`config.mk`:
```
export PLATFORM = sky130hd
export DESIGN_NAME = csem_ram
export DESIGN_NICKNAME = d
export VERILOG_FILES = /design/src/hdl/csem_ram.sv
export SDC_FILE = /design/constraint.sdc
export NUM_CORES = 1
export LEC_CHECK = 0
export ABC_AREA = 1
export BUFFER_PORTS_ARGS = -buffer_cell sky130_fd_sc_hd__buf_2
export CORE_AREA = 10 10 113 156
export DETAILED_ROUTE_END_ITERATION = 7
export DIE_AREA = 0 0 123 166
export GPL_TIMING_DRIVEN = 1
export SYNTH_ARGS = -nofsm -noshare
export SYNTH_HDL_FRONTEND = slang
export SYNTH_SLANG_ARGS = --single-unit
```
`constraint.sdc`:
```
create_clock -name clock -period 1.25 [get_ports clock]
set_input_delay 0.125 -clock clock [delete_from_list [all_inputs] [get_ports clock]]
set_output_delay 0.125 -clock clock [all_outputs]
set_load 0.03 [all_outputs]
```
`src/hdl/csem_ram.sv`:
```
module csem_ram #(
   parameter int WIDTH = 8,
   parameter int DEPTH = 16
) (
   input  logic                                   clock,
   input  logic                                   we,
   input  logic [(DEPTH > 1 ? $clog2(DEPTH) : 1)-1:0] waddr,
   input  logic [WIDTH-1:0]                       wdata,
   input  logic [(DEPTH > 1 ? $clog2(DEPTH) : 1)-1:0] raddr,
   output logic [WIDTH-1:0]                       rdata_ff
);

   logic [WIDTH-1:0] mem_ff [DEPTH];

   always_ff @(posedge clock) begin
      if (we) begin
         mem_ff[waddr] <= wdata;
      end
      rdata_ff <= mem_ff[raddr];
   end

endmodule

```
==> flow_metrics.py <==
metrics = {
    "clock_network": {
        "cts_max_level": 4,
        "clock_sinks": 136,
        "postCtsHoldBufs": 0,
        "cts-root-buf": "clkbuf_16",
        "path_clk_slew_ns": 0.06,
        "cts_setup_buffers": 0,
        "clockBufferDepth": 2,
        "clk_latency_ns": 0.41,
        "cts_tree": "yes",
        "numCtsBuffers": 17,
        "cts_resized": 0,
    },
    "pwr": {
        "p_leak_nw": 2.960,
        "power_mw": 10.87,
        "cellPowerDensity_nw_per_um2": 1589,
        "ir_drop_mv": 0.7465,
    },
    "cells_and_area": {
        "multiInputGateArea_um2": 1214,
        "nFillCells": 1335,
        "num-nets-final": 615,
        "drive_gt1_share_pct": 13.77,
        "diodes": 0,
        "seq_area_um2": 4004,
        "synthToLayoutAreaGrowth_pct": 18.59,
    },
    "placement": {
        "dp_hpwl_um": 8530,
        "place_congestion": 0.8238,
        "port_buffers": 25,
    },
    "worst_setup_path": {
        "slowest_delay_ns": 0.37,
        "end_kind": "output pin",
        "startpoint_type": "flip-flop",
        "critPathLaunch": "rdata_ff[0]",
        "cp_max_fo": 1,
        "cp_slowest_cell": "dfxtp_1",
        "crit_chain": "buf_2",
        "crit_type": "flip-flop to output pin",
        "reg2reg_from": "mem_ff[15][3]",
        "worst-endpoint-required_ns": 1.12,
        "path_buf_inv": 1,
        "path_delay_family": "flip-flops",
        "arrival_ns": 1.00,
    },
    "detailed_routing": {
        "avgRoutedWirePerCell_um": 16.35,
        "drt-pass1-iter-count": 5,
        "vias_per_cell": 4.792,
        "vias": 3843,
        "drc_errors": 0,
        "drt_iter0_drc": 295,
        "drt-total-wl_um": 13110,
        "ant_nets": 0,
    },
    "global_routing": {
        "track_usage_pct": 13.49,
        "grt-ovfl-total": 0,
        "antenna_found_initial": 0,
        "grt_pass1_wl_um": 20870,
        "grt_max_degree": 65,
        "first_global_vias": 3849,
    },
    "yosys": {
        "yosys_warnings": 0,
        "ys_seq_area_share_pct": 69.43,
        "synth_nets": 569,
        "synth_area_leaders": "edfxtp_1 (67%), nand2_1 (11%), nand3_1 (8.4%)",
        "ys.flop_type": "edfxtp_1",
        "synth.most_common_cell": "nand2_1",
        "synth_area_um2": 5767,
        "ys_ff_latch": 136,
        "synth_cell_type_count": 12,
        "synth-async-reset-ratio_pct": 0,
        "synth_top_cells_by_count": "nand2_1 (173), edfxtp_1 (128), inv_1 (100)",
        "synth_edf_count": 128,
        "yosysTopAreaCellShare_pct": 66.65,
        "syn_avg_cell_area_um2": 10.47,
        "syn_inst": 551,
        "yosys.area.top_type": "edfxtp_1",
    },
    "min_path": {
        "hold_class": "input pin to flip-flop",
        "hp-start": "wdata[0]",
    },
    "die": {
        "io_pins": 26,
        "num_rows": 53,
        "core_um2": 14790,
        "start_util_pct": 39.00,
        "die_height_um": 166,
        "fp.dieW_um": 123,
        "die_area_um2": 20420,
    },
    "sta": {
        "slew_headroom_pct": 75.92,
        "hold_viol": 0,
        "slew_viol_final": 0,
        "max_freq_ghz": 0.8906,
        "setup_viol": 0,
        "clock_skew_ns": 0.007041,
        "fin_crit_sh_pct": 89.83,
        "finalSetupTns_ns": 0,
        "rsz0062_at_grt": "false",
        "tightest_slew_ns": 0.3613,
        "min_period_ns": 1.123,
    },
    "status": {
        "outcome": "finished clean",
    },
    "flow_run": {
        "max_cap_violations": 0,
    },
}
-- cells in the final DEF, fill, tap and decap left out --
master	instances
buf_12	6
buf_2	25
buf_4	20
bufinv_16	3
clkbuf_1	1
clkbuf_16	17
clkinv_2	2
clkinv_4	3
clkinvlp_4	4
dfxtp_1	8
edfxtp_1	128
inv_1	100
inv_2	2
inv_6	2
nand2_1	173
nand3_1	97
nand3b_1	2
nor2_1	17
-- routing by layer --
metal / global-route usage (%) / wire length [µm] / vias up
met3: 3.198 / 491 / 22
met2: 23.07 / 7027 / 100
met1: 14.81 / 5123 / 1857
met4: 7.517 / 470 / 0
met5: 0 / 0 / -
li1: - / - / 1864
-- state kept, by name, summed over array words and instances, names as in the netlist --
| register | count |
|---|---|
| rdata_ff | 8 |
| mem_ff | 128 |
-- report_power, final --
group	switching [mW]	internal (mW)
logic	0.493	0.213
clock network	1.88	3.15
registers	0.0306	5.10
-- cell type report --
type	count	area share [%]
clock buffers	18	6.275
clock inverters	14	2.543
inverters	102	5.598
multi-input cells	289	17.75
flip-flops and latches	136	58.54
well taps	192	3.513
repair buffers	51	5.781
-- stage by stage --
| stage | setup slack (ns) | area (µm²) | hold WS, ns | util (%) | cells |
|---|---|---|---|---|---|
| final | 0.1271 | 6839 | 0.1270 | 46.25 | 802 |
| after global routing | 0.09182 | 6839 | 0.1211 | 46.25 | 802 |
| after CTS | 0.09729 | 6839 | 0.1183 | 46.25 | 802 |
| after detailed placement | 0.05054 | 6236 | 0.5513 | 42.17 | 770 |
| after global placement | 0.05825 | 6236 | 0.5459 | 42.17 | 770 |
| after floorplan | 0.1742 | 5767 | 0.2239 | - | 551 |
-- worst paths after layout --
path	slack [ns]	depth (start not counted)	endpoint
max	0.13	1	rdata_ff[0]
min	0.13	1	mem_ff[8][0]
max reg2reg	0.25	6	rdata_ff[3]
min reg2reg	0.67	6	rdata_ff[3]
-- worst reg2reg max path, cell delays in order, from the launching register on --
cell and delay, ns:
edfxtp_1 0.37, inv_1 0.07, nand2_1 0.05, nand3_1 0.08, nand3_1 0.15, nand3_1 0.13
nand2_1 0.05
-- kinds of logic (layout without fill, tap and decap cells) --
kind of cell | after synthesis | after routing | share of synthesized area [%]
buffers and inverters | 126 | 185 | 9.525
DFF | 136 | 136 | 69.43
and+or+nand+nor | 289 | 289 | 21.05
Note: power is estimated with default switching activity, not from simulation.
